File: src/sv/bblc_pkg.sv
// ----------------------------------------------------------------------------
// bblc_pkg
// Shared types and codes for the byte-budget result cache.
// ----------------------------------------------------------------------------
package bblc_pkg;

  localparam int unsigned OP_BITS    = 2;
  localparam int unsigned STAT_BITS  = 2;
  localparam int unsigned REC_BITS   = 48;
  localparam int unsigned BYTES_BITS = 32;
  localparam int unsigned GEN_BITS   = 32;
  localparam int unsigned CNT_BITS   = 5;
  localparam int unsigned IN_TAG_BITS = 16;
  localparam logic [31:0] BUDGET_RESET = 32'd16777216;

  typedef enum logic [OP_BITS-1:0] {
    OP_REQUEST  = 2'd0,
    OP_COMPLETE = 2'd1,
    OP_SNAPSHOT = 2'd2,
    OP_CANCEL   = 2'd3
  } opcode_e;

  typedef enum logic [STAT_BITS-1:0] {
    ST_ABSENT  = 2'd0,
    ST_PENDING = 2'd1,
    ST_READY   = 2'd2,
    ST_FAILED  = 2'd3
  } status_e;

  // scan kinds issued by the controller
  typedef enum logic [1:0] {
    SCAN_FIND   = 2'd0,
    SCAN_VICTIM = 2'd1,
    SCAN_READY  = 2'd2
  } scan_e;

  typedef struct packed {
    logic  start_scan;   // begin a slot sweep
    scan_e scan_kind;
    logic  do_op;        // apply the operation after find
    logic  do_evict;     // drop the found oldest ready slot
    logic  finish;       // compose the result word
  } ctrl_cmd_t;

  typedef struct packed {
    logic    scan_done;
    logic    need_evict; // complete: over budget with a ready victim
    logic    need_victim;// request: no hit and no free slot
  } ctrl_stat_t;

  typedef struct packed {
    logic [OP_BITS-1:0]     opcode;
    logic [IN_TAG_BITS-1:0] asset_tag;
    logic                   asset_present;
    logic [GEN_BITS-1:0]    job_generation;
    logic [BYTES_BITS-1:0]  result_bytes;
  } in_word_t;

  typedef struct packed {
    logic [STAT_BITS-1:0]  entry_status;
    logic                  job_issued;
    logic [GEN_BITS-1:0]   issued_generation;
    logic                  completion_dropped;
    logic [CNT_BITS-1:0]   entries_evicted;
    logic                  table_full;
    logic [BYTES_BITS-1:0] retained_total;
    logic [CNT_BITS-1:0]   pending_total;
  } out_word_t;

endpackage

File: src/sv/bblc_if.sv
// ----------------------------------------------------------------------------
// bblc_in_if / bblc_out_if
// Valid/ready channels carrying the request and result words.
// ----------------------------------------------------------------------------
interface bblc_in_if;
  import bblc_pkg::*;
  logic     valid;
  logic     ready;
  in_word_t data;
  modport source (output valid, output data, input ready);
  modport sink   (input valid, input data, output ready);
endinterface

interface bblc_out_if;
  import bblc_pkg::*;
  logic      valid;
  logic      ready;
  out_word_t data;
  modport source (output valid, output data, input ready);
  modport sink   (input valid, input data, output ready);
endinterface

File: src/sv/bblc_datapath.sv
// ----------------------------------------------------------------------------
// bblc_datapath
// Slot table, counters and a one-slot-per-cycle scanner.
// ----------------------------------------------------------------------------
module bblc_datapath #(
  parameter int unsigned TABLE_ENTRIES = 16,
  parameter int unsigned TAG_BITS      = 16
) (
  input  logic                           clk_i,
  input  logic                           rst_ni,
  input  logic                           load_i,
  input  bblc_pkg::in_word_t             in_i,
  input  logic [31:0]                    budget_i,
  input  bblc_pkg::ctrl_cmd_t            cmd_i,
  output bblc_pkg::ctrl_stat_t           stat_o,
  output bblc_pkg::out_word_t            res_o
);
  import bblc_pkg::*;

  localparam int unsigned IDX_BITS = (TABLE_ENTRIES > 1) ? $clog2(TABLE_ENTRIES) : 1;
  localparam int unsigned CTR_BITS = $clog2(TABLE_ENTRIES + 1);

  logic [TABLE_ENTRIES-1:0] valid_q;
  logic [TAG_BITS-1:0]      tag_q    [TABLE_ENTRIES];
  status_e                  status_q [TABLE_ENTRIES];
  logic [REC_BITS-1:0]      rec_q    [TABLE_ENTRIES];
  logic [BYTES_BITS-1:0]    bytes_q  [TABLE_ENTRIES];
  logic [GEN_BITS-1:0]      gen_q    [TABLE_ENTRIES];

  logic [REC_BITS-1:0]   use_q;
  logic [GEN_BITS-1:0]   cur_gen_q;
  logic [BYTES_BITS-1:0] retained_q;
  logic [CTR_BITS-1:0]   pend_q;

  in_word_t            w_q;
  logic [TAG_BITS-1:0] tag_w;

  // scanner state
  logic                busy_q;
  scan_e               kind_q;
  logic [IDX_BITS-1:0] idx_q;
  logic                hit_q, free_q, best_ok_q;
  logic [IDX_BITS-1:0] hit_idx_q, free_idx_q, best_q;
  logic [REC_BITS-1:0] best_rec_q;
  logic                done_q;

  // result fields
  logic                  issued_q, dropped_q, full_q;
  logic [GEN_BITS-1:0]   igen_q;
  logic [CNT_BITS-1:0]   evicted_q;
  logic [STAT_BITS-1:0]  stat_res_q;

  logic tag_nz, last, cand;

  always_comb begin
    tag_w  = TAG_BITS'(w_q.asset_tag);
    tag_nz = (tag_w != '0);
    last   = (idx_q == IDX_BITS'(TABLE_ENTRIES - 1));
    cand   = 1'b0;
    if (valid_q[idx_q] && !(hit_q && idx_q == hit_idx_q && kind_q == SCAN_READY)) begin
      if (kind_q == SCAN_READY) cand = (status_q[idx_q] == ST_READY);
      else                      cand = (status_q[idx_q] != ST_PENDING);
    end
  end

  // retained + bytes > budget, 33-bit compare
  logic over;
  assign over = ({1'b0, retained_q} + {1'b0, w_q.result_bytes}) > {1'b0, budget_i};

  logic [REC_BITS-1:0] tick;
  assign tick = use_q + REC_BITS'(1);

  logic stale;
  assign stale = (w_q.job_generation != cur_gen_q) || !tag_nz || !hit_q ||
                 (gen_q[hit_idx_q] != w_q.job_generation) ||
                 (status_q[hit_idx_q] != ST_PENDING);

  // evictions only for a live completion that fits the budget on its own
  always_comb begin
    stat_o.scan_done   = done_q;
    stat_o.need_evict  = (w_q.opcode == OP_COMPLETE) && over && best_ok_q && !stale &&
                         !(w_q.result_bytes > budget_i);
    stat_o.need_victim = (w_q.opcode == OP_REQUEST) && tag_nz && !hit_q && !free_q;
  end

  always_ff @(posedge clk_i or negedge rst_ni) begin
    if (!rst_ni) begin
      valid_q    <= '0;
      use_q      <= '0;
      cur_gen_q  <= '0;
      retained_q <= '0;
      pend_q     <= '0;
      busy_q     <= 1'b0;
      done_q     <= 1'b0;
    end else begin
      done_q <= busy_q && !cmd_i.start_scan && last;
      if (load_i) begin
        w_q       <= in_i;
        issued_q  <= 1'b0;
        dropped_q <= 1'b0;
        full_q    <= 1'b0;
        igen_q    <= '0;
        evicted_q <= '0;
      end
      if (cmd_i.start_scan) begin
        busy_q    <= 1'b1;
        kind_q    <= cmd_i.scan_kind;
        idx_q     <= '0;
        best_ok_q <= 1'b0;
        if (cmd_i.scan_kind == SCAN_FIND) begin
          hit_q  <= 1'b0;
          free_q <= 1'b0;
        end
      end else if (busy_q) begin
        if (kind_q == SCAN_FIND) begin
          if (valid_q[idx_q] && tag_q[idx_q] == tag_w && !hit_q) begin
            hit_q     <= 1'b1;
            hit_idx_q <= idx_q;
          end
          if (!valid_q[idx_q] && !free_q) begin
            free_q     <= 1'b1;
            free_idx_q <= idx_q;
          end
        end else if (cand && (!best_ok_q || rec_q[idx_q] < best_rec_q)) begin
          best_ok_q  <= 1'b1;
          best_q     <= idx_q;
          best_rec_q <= rec_q[idx_q];
        end
        idx_q <= idx_q + IDX_BITS'(1);
        if (last) begin
          busy_q <= 1'b0;
        end
      end

      if (cmd_i.do_evict) begin
        retained_q <= retained_q - bytes_q[best_q];
        valid_q[best_q] <= 1'b0;
        evicted_q <= evicted_q + CNT_BITS'(1);
      end

      if (cmd_i.do_op) begin
        case (opcode_e'(w_q.opcode))
          OP_REQUEST: begin
            if (tag_nz) begin
              if (hit_q && (status_q[hit_idx_q] == ST_PENDING ||
                            status_q[hit_idx_q] == ST_READY)) begin
                rec_q[hit_idx_q] <= tick;
                use_q <= tick;
              end else if (!hit_q && !free_q && !best_ok_q) begin
                full_q <= 1'b1;
              end else begin : alloc
                logic [IDX_BITS-1:0] s;
                logic [BYTES_BITS-1:0] ret;
                s   = hit_q ? hit_idx_q : (free_q ? free_idx_q : best_q);
                ret = retained_q;
                if (!hit_q && !free_q && status_q[s] == ST_READY) begin
                  ret = ret - bytes_q[s];
                  evicted_q <= CNT_BITS'(1);
                end
                retained_q <= ret;
                valid_q[s] <= 1'b1;
                tag_q[s]   <= tag_w;
                bytes_q[s] <= '0;
                rec_q[s]   <= tick;
                use_q      <= tick;
                gen_q[s]   <= cur_gen_q;
                hit_q      <= 1'b1;
                hit_idx_q  <= s;
                if (w_q.asset_present) begin
                  status_q[s] <= ST_PENDING;
                  pend_q      <= pend_q + CTR_BITS'(1);
                  issued_q    <= 1'b1;
                  igen_q      <= cur_gen_q;
                end else begin
                  status_q[s] <= ST_FAILED;
                end
              end
            end
          end
          OP_COMPLETE: begin
            if (stale) begin
              dropped_q <= 1'b1;
            end else begin
              rec_q[hit_idx_q] <= tick;
              use_q  <= tick;
              pend_q <= pend_q - CTR_BITS'(1);
              if (w_q.result_bytes > budget_i) begin
                status_q[hit_idx_q] <= ST_FAILED;
                bytes_q[hit_idx_q]  <= '0;
              end else begin
                status_q[hit_idx_q] <= ST_READY;
                bytes_q[hit_idx_q]  <= w_q.result_bytes;
                retained_q <= retained_q + w_q.result_bytes;
              end
            end
          end
          OP_SNAPSHOT: begin
            if (tag_nz && hit_q) begin
              rec_q[hit_idx_q] <= tick;
              use_q <= tick;
            end
          end
          OP_CANCEL: begin
            cur_gen_q  <= cur_gen_q + GEN_BITS'(1);
            valid_q    <= '0;
            retained_q <= '0;
            pend_q     <= '0;
          end
          default: ;
        endcase
      end

      if (cmd_i.finish) begin
        if (w_q.opcode != OP_CANCEL && tag_nz && hit_q && valid_q[hit_idx_q])
          stat_res_q <= status_q[hit_idx_q];
        else
          stat_res_q <= ST_ABSENT;
      end
    end
  end

  always_comb begin
    res_o.entry_status       = stat_res_q;
    res_o.job_issued         = issued_q;
    res_o.issued_generation  = igen_q;
    res_o.completion_dropped = dropped_q;
    res_o.entries_evicted    = evicted_q;
    res_o.table_full         = full_q;
    res_o.retained_total     = retained_q;
    res_o.pending_total      = CNT_BITS'(pend_q);
  end

  a_no_overlap: assert property (@(posedge clk_i) disable iff (!rst_ni)
    cmd_i.start_scan |=> busy_q) else $error("scan did not start");
  a_evict_valid: assert property (@(posedge clk_i) disable iff (!rst_ni)
    cmd_i.do_evict |-> best_ok_q && valid_q[best_q]) else $error("bad evict");
  a_done_once: assert property (@(posedge clk_i) disable iff (!rst_ni)
    done_q |=> !done_q) else $error("double done");

endmodule

File: src/sv/bblc_ctrl.sv
// ----------------------------------------------------------------------------
// bblc_ctrl
// Sequencer: find scan, optional victim or eviction scans, update, result.
// ----------------------------------------------------------------------------
module bblc_ctrl (
  input  logic                 clk_i,
  input  logic                 rst_ni,
  input  logic                 in_valid_i,
  output logic                 in_ready_o,
  input  logic [1:0]           opcode_i,
  output logic                 out_valid_o,
  input  logic                 out_ready_i,
  output bblc_pkg::ctrl_cmd_t  cmd_o,
  input  bblc_pkg::ctrl_stat_t stat_i
);
  import bblc_pkg::*;

  typedef enum logic [6:0] {
    S_IDLE   = 7'b0000001,
    S_FIND   = 7'b0000010,
    S_VICT   = 7'b0000100,
    S_EVSCAN = 7'b0001000,
    S_EVDEC  = 7'b0010000,
    S_FIN    = 7'b0100000,
    S_OUT    = 7'b1000000
  } state_e;

  state_e state_q, state_d;
  logic   is_complete_q;

  assign in_ready_o  = (state_q == S_IDLE);
  assign out_valid_o = (state_q == S_OUT);

  always_comb begin
    state_d = state_q;
    cmd_o   = '0;
    case (state_q)
      S_IDLE: if (in_valid_i) begin
        state_d = S_FIND;
        cmd_o.start_scan = 1'b1;
        cmd_o.scan_kind  = SCAN_FIND;
      end
      S_FIND: if (stat_i.scan_done) begin
        if (is_complete_q) begin
          state_d = S_EVSCAN;
          cmd_o.start_scan = 1'b1;
          cmd_o.scan_kind  = SCAN_READY;
        end else if (stat_i.need_victim) begin
          state_d = S_VICT;
          cmd_o.start_scan = 1'b1;
          cmd_o.scan_kind  = SCAN_VICTIM;
        end else begin
          state_d = S_FIN;
          cmd_o.do_op = 1'b1;
        end
      end
      S_VICT: if (stat_i.scan_done) begin
        state_d = S_FIN;
        cmd_o.do_op = 1'b1;
      end
      S_EVSCAN: if (stat_i.scan_done) state_d = S_EVDEC;
      S_EVDEC: begin
        if (stat_i.need_evict) begin
          cmd_o.do_evict   = 1'b1;
          cmd_o.start_scan = 1'b1;
          cmd_o.scan_kind  = SCAN_READY;
          state_d = S_EVSCAN;
        end else begin
          cmd_o.do_op = 1'b1;
          state_d = S_FIN;
        end
      end
      S_FIN: begin
        cmd_o.finish = 1'b1;
        state_d = S_OUT;
      end
      S_OUT: if (out_ready_i) state_d = S_IDLE;
      default: state_d = S_IDLE;
    endcase
  end

  always_ff @(posedge clk_i or negedge rst_ni) begin
    if (!rst_ni) begin
      state_q       <= S_IDLE;
      is_complete_q <= 1'b0;
    end else begin
      state_q <= state_d;
      if (state_q == S_IDLE && in_valid_i)
        is_complete_q <= (opcode_i == OP_COMPLETE);
    end
  end

  a_out_from_fin: assert property (@(posedge clk_i) disable iff (!rst_ni)
    $rose(out_valid_o) |-> $past(state_q == S_FIN)) else $error("bad out");
  a_evict_only_complete: assert property (@(posedge clk_i) disable iff (!rst_ni)
    cmd_o.do_evict |-> is_complete_q) else $error("evict outside complete");
  a_one_cmd: assert property (@(posedge clk_i) disable iff (!rst_ni)
    $onehot0({cmd_o.do_op, cmd_o.do_evict, cmd_o.finish})) else $error("cmd clash");

endmodule

File: src/sv/byte_budget_lru_result_cache_unit.sv
// ----------------------------------------------------------------------------
// byte_budget_lru_result_cache_unit
// Tagged result cache with LRU replacement under a byte budget.
// ----------------------------------------------------------------------------
// sequence: each accepted word runs a find scan, then its update and result; a
//   completion adds a ready scan plus another ready scan per eviction, and a
//   request needing a victim adds a victim scan
// handshake: one word at a time; a new word is accepted only back in idle
// reset: table empty, counters and generation zero, budget 16777216
module byte_budget_lru_result_cache_unit #(
  parameter int unsigned TABLE_ENTRIES = 16,
  parameter int unsigned TAG_BITS      = 16
) (
  input  logic        clk_i,
  input  logic        rst_ni,
  input  logic        cfg_we_i,
  input  logic [31:0] cfg_wdata_i,
  bblc_in_if.sink     in_if,
  bblc_out_if.source  out_if
);
  import bblc_pkg::*;

  logic [31:0] budget_q;
  ctrl_cmd_t   cmd;
  ctrl_stat_t  stat;
  logic        load;

  always_ff @(posedge clk_i or negedge rst_ni) begin
    if (!rst_ni) budget_q <= BUDGET_RESET;
    else if (cfg_we_i) budget_q <= cfg_wdata_i;
  end

  assign load = in_if.valid && in_if.ready;

  bblc_ctrl u_ctrl (
    .clk_i       (clk_i),
    .rst_ni      (rst_ni),
    .in_valid_i  (in_if.valid),
    .in_ready_o  (in_if.ready),
    .opcode_i    (in_if.data.opcode),
    .out_valid_o (out_if.valid),
    .out_ready_i (out_if.ready),
    .cmd_o       (cmd),
    .stat_i      (stat)
  );

  bblc_datapath #(
    .TABLE_ENTRIES (TABLE_ENTRIES),
    .TAG_BITS      (TAG_BITS)
  ) u_dp (
    .clk_i    (clk_i),
    .rst_ni   (rst_ni),
    .load_i   (load),
    .in_i     (in_if.data),
    .budget_i (budget_q),
    .cmd_i    (cmd),
    .stat_o   (stat),
    .res_o    (out_if.data)
  );

endmodule
File: src/flat_wrapper.sv
// flat-port wrapper written by rule: the top's interface ports become plain ports
module byte_budget_lru_result_cache_unit_flat import bblc_pkg::*;
#(
  parameter int unsigned TABLE_ENTRIES = 16,
  parameter int unsigned TAG_BITS      = 16
)
  (clk_i, rst_ni, cfg_we_i, cfg_wdata_i, in_if_valid, in_if_data, in_if_ready, out_if_valid, out_if_data, out_if_ready);
  bblc_in_if in_if_i ();
  bblc_out_if out_if_i ();
  input  logic clk_i;
  input  logic rst_ni;
  input  logic cfg_we_i;
  input  logic [31:0] cfg_wdata_i;
  input wire logic [$bits(in_if_i.valid)-1:0] in_if_valid;
  input wire logic [$bits(in_if_i.data)-1:0] in_if_data;
  output wire logic [$bits(in_if_i.ready)-1:0] in_if_ready;
  output wire logic [$bits(out_if_i.valid)-1:0] out_if_valid;
  output wire logic [$bits(out_if_i.data)-1:0] out_if_data;
  input wire logic [$bits(out_if_i.ready)-1:0] out_if_ready;
  assign in_if_i.valid = in_if_valid;
  assign in_if_i.data = in_if_data;
  assign in_if_ready = in_if_i.ready;
  assign out_if_valid = out_if_i.valid;
  assign out_if_data = out_if_i.data;
  assign out_if_i.ready = out_if_ready;
  byte_budget_lru_result_cache_unit #(.TABLE_ENTRIES(TABLE_ENTRIES), .TAG_BITS(TAG_BITS)) u_core (.clk_i(clk_i), .rst_ni(rst_ni), .cfg_we_i(cfg_we_i), .cfg_wdata_i(cfg_wdata_i), .in_if(in_if_i), .out_if(out_if_i));
endmodule
File: config.mk
export PLATFORM = sky130hd
export DESIGN_NAME = byte_budget_lru_result_cache_unit_flat
export DESIGN_NICKNAME = d
export VERILOG_FILES = /design/src/sv/bblc_pkg.sv /design/src/sv/bblc_if.sv /design/src/sv/bblc_datapath.sv /design/src/sv/bblc_ctrl.sv /design/src/sv/byte_budget_lru_result_cache_unit.sv /design/src/flat_wrapper.sv
export SDC_FILE = /design/constraint.sdc
export NUM_CORES = 2
export LEC_CHECK = 0
export BUFFER_PORTS_ARGS = -buffer_cell sky130_fd_sc_hd__buf_4
export CORE_MARGIN = 5
export CORE_UTILIZATION = 30
export DETAILED_ROUTE_END_ITERATION = 10
export GPL_TIMING_DRIVEN = 0
export SLEW_MARGIN = 10
export SYNTH_ARGS = -nofsm -noshare
export SYNTH_HDL_FRONTEND = slang
export SYNTH_HIERARCHICAL = 1
export SYNTH_SLANG_ARGS = --single-unit
File: constraint.sdc
create_clock -name clk_i -period 25.8 [get_ports clk_i]
set_input_delay 7.74 -clock clk_i [delete_from_list [all_inputs] [get_ports clk_i]]
set_output_delay 7.74 -clock clk_i [all_outputs]
set_load 0.1 [all_outputs]
==> results.yml <==
cells_and_area:
  nFillCells: 33580
  nets: 7188
  drive_gt1_share_pct: 25.0
  layout_commonest_cell: "edfxtp_1"
  layout_common_cells: "edfxtp_1 (2274), mux4_2 (743), nand2_1 (397), buf_4 (318), clkbuf_16 (247)"
  area_growth_pct: 17.6
  multi_input_area_sq_mm: 0.0345
  seq_area_sq_mm: 0.0729
sta:
  fin_hold_ws_ns: 0.484
  max_freq_ghz: 0.0862
  fin_skew_ns: 0.0956
  grt_setup_unrepaired: "no"
  period_needed_ns: 11.60
  drv_slew: 0
  finalSetupViolations: 0
  finalCritPeriodShare_pct: 44.9
  timing.setup.tns_ns: 0
  slew_headroom_pct: 10.9
  hold_viol_final: 0
  worst_pin_slew_ns: 1.33
logic_synthesis:
  ys_ff_latch: 2461
  synth_mux_area_share_pct: 17.1
  synth-compound-area-share_pct: 4.10
  synth.net_count: 6527
  syn_avg_cell_area_sq_um: 17.6
  synth_flop_cell: "edfxtp_1"
  postSynthCellCount: 6185
  synth-async-reset-ratio_pct: 7.11
  ys_types: 98
  yosys.area_share.adder_pct: 2.58
  synth_xor_area_share_pct: 2.41
  synth_edf_count: 2274
  ys.warnings.count: 6
  synth_top_family_by_area: "multiplexers"
  synthSimpleGateAreaFrac_pct: 4.95
  ys_seq_area_share_pct: 67.0
  syn-cell-area_sq_mm: 0.109
critical_path:
  crit_path_end_kind: "flop"
  worst_ep_arrival_time_ns: 12.17
  crit_path_max_incr_delay_ns: 0.86
  crit_top_cell: "buf_2"
  crit_fanout: 10
  critical_path_class: "flop to flop"
  startpoint_type: "flop"
  cp_data_required_time_ns: 26.37
  cp_slowest_cell: "nor4_2"
flow_run:
  max_cap_violations: 0
drt:
  drc: 0
  drt_iter0_drc: 7010
  vias: 62847
  wl_um: 325000
  drtPass1Iterations: 6
  ant_nets: 0
  wl_per_cell_um: 27.3
  vias_per_cell: 5.29
placement:
  gp_congestion: 0.894
  hpwlAfterDp_um: 233000
  io_buffers: 199
clock_network:
  clk_pin_slew_ns: 0.06
  cts_setup_buffers: 0
  hold_buffers: 0
  clock_path_buffers: 4
  cts.htree.levels: 4
  cts.repair.resized: 0
  numCtsBuffers: 246
  cts.sink_count: 2461
  clock_latency_ns: 0.94
  cts_tree: "built"
  cts_root_buf: "clkbuf_16"
min_path:
  worstHoldStart: "u_core/u_dp/idx_q[3]$_SDFFCE_PP0P_"
  hold_path_class: "flop to flop"
power_and_ir_drop:
  p_leak_nw: 42.0
  p_per_area_mw_per_mm2: 76.7
  vdd_drop_max_v: 0.0000652
global_route:
  grt_antenna_before_repair: 11
  grt_pass1_wl_um: 462000
  grt_max_degree: 91
  grt_overflow_total: 0
  track_usage_pct: 16.8
  grt_pass1_vias: 62878
die:
  die_width_um: 612
  die-area_sq_mm: 0.375
  die_h_um: 612
  pin_count: 201
  core_sq_mm: 0.362
  rows: 221
  start_util_pct: 30.1
outcome:
  outcome: "complete, no violations"
[metal layers]
metal / wire [um] / track usage [%]
met3: 23400 / 2.52
met1: 130000 / 22.4
met5: 0 / 0
met2: 157000 / 27.9
met4: 14300 / 6.39
[through the flow]
stage	total power (W)	instance area [sq um]	setup WS (ns)	cells	utilization (%)
after floorplan	0.00563	109000	13.43	6185	-
after global placement	0.00621	116000	4.88	11178	32.1
after detailed placement	0.00624	119000	13.78	11388	33.0
after CTS	0.00989	128000	14.28	11835	35.3
after global routing	0.0102	128000	13.93	11871	35.4
final	0.00981	128000	14.20	11876	35.4
[cell type report]
class | instances | area share (%)
Inverter | 179 | 0.527
Sequential cell | 2461 | 56.9
Timing Repair Buffer | 413 | 3.36
Clock buffer | 299 | 5.05
Tap cell | 4794 | 4.69
Multi-Input combinational cell | 3252 | 26.9
Buffer | 293 | 1.07
Antenna cell | 37 | 0.0723
Clock inverter | 148 | 1.35
[registers in the layout, summed over array words and instances, names as in the netlist, 48 cells and up, named ones only]
register / flops
u_core/u_dp/w_q: 67
u_core/u_dp/use_q: 48
u_core/u_dp/best_rec_q: 48
u_core/u_dp/bytes_q: 512
u_core/u_dp/tag_q: 256
u_core/u_dp/gen_q: 512
u_core/u_dp/rec_q: 768
[synthesized netlist by cell type (123+ instances only)]
cell type	n	share of area [%]
edfxtp_1	2274	63
mux4_2	743	15
nand2_1	397	1.4
nor2_1	251	0.87
ha_1	218	2.5
a21oi_1	205	0.94
inv_1	177	0.61
dfrtp_1	173	4.0
xnor2_1	169	1.4
clkbuf_1	168	0.58
o21ai_0	130	0.60
xor2_1	130	1.0
mux2i_1	123	1.1
[report_power, final]
group	internal, W	leakage (nW)	switching [W]
clock	0.00213	3.99	0.00153
sequential	0.00438	21.7	0.0000923
combinational	0.000605	16.3	0.00107
total	0.00712	42.0	0.00270
[path summary, 6_finish.rpt]
check                                                  endpoint  cells past startpoint  slack [ns]
max in group asynchronous  u_core/u_dp/cur_gen_q[5]$_DFFE_PN0P_                      3       17.57
min in group asynchronous     u_core/u_dp/use_q[29]$_DFFE_PN0P_                      1        6.78
setup / recovery             u_core/u_dp/rec_q[3][24]$_DFFE_PP_                     31       14.20
hold reg to reg             u_core/u_dp/free_idx_q[3]$_DFFE_PP_                      0        0.48
hold / removal              u_core/u_dp/free_idx_q[3]$_DFFE_PP_                      0        0.48
setup reg to reg             u_core/u_dp/rec_q[3][24]$_DFFE_PP_                     31       14.20
[critical path: cells and delay by family, from the launching register on]
family	cells	cell delay [ns]
multiplexers	2	0.91
adder cells (fa/ha/maj)	1	0.23
flip-flops	1	0.31
AO/OA/AOI/OAI	3	1.28
buffers and inverters	14	4.79
AND/OR/NAND/NOR	11	3.60
[cell families (layout without fill, tap and decap cells)]
family	Yosys count	in the layout
other	0	37
adder cells (fa/ha/maj)	222	222
XOR/XNOR	299	299
multiplexers	917	917
AND/OR/NAND/NOR	1121	1121
flip-flops	2461	2461
buffers and inverters	472	1332
AO/OA/AOI/OAI	693	693
Note: power is estimated with default switching activity, not from simulation.
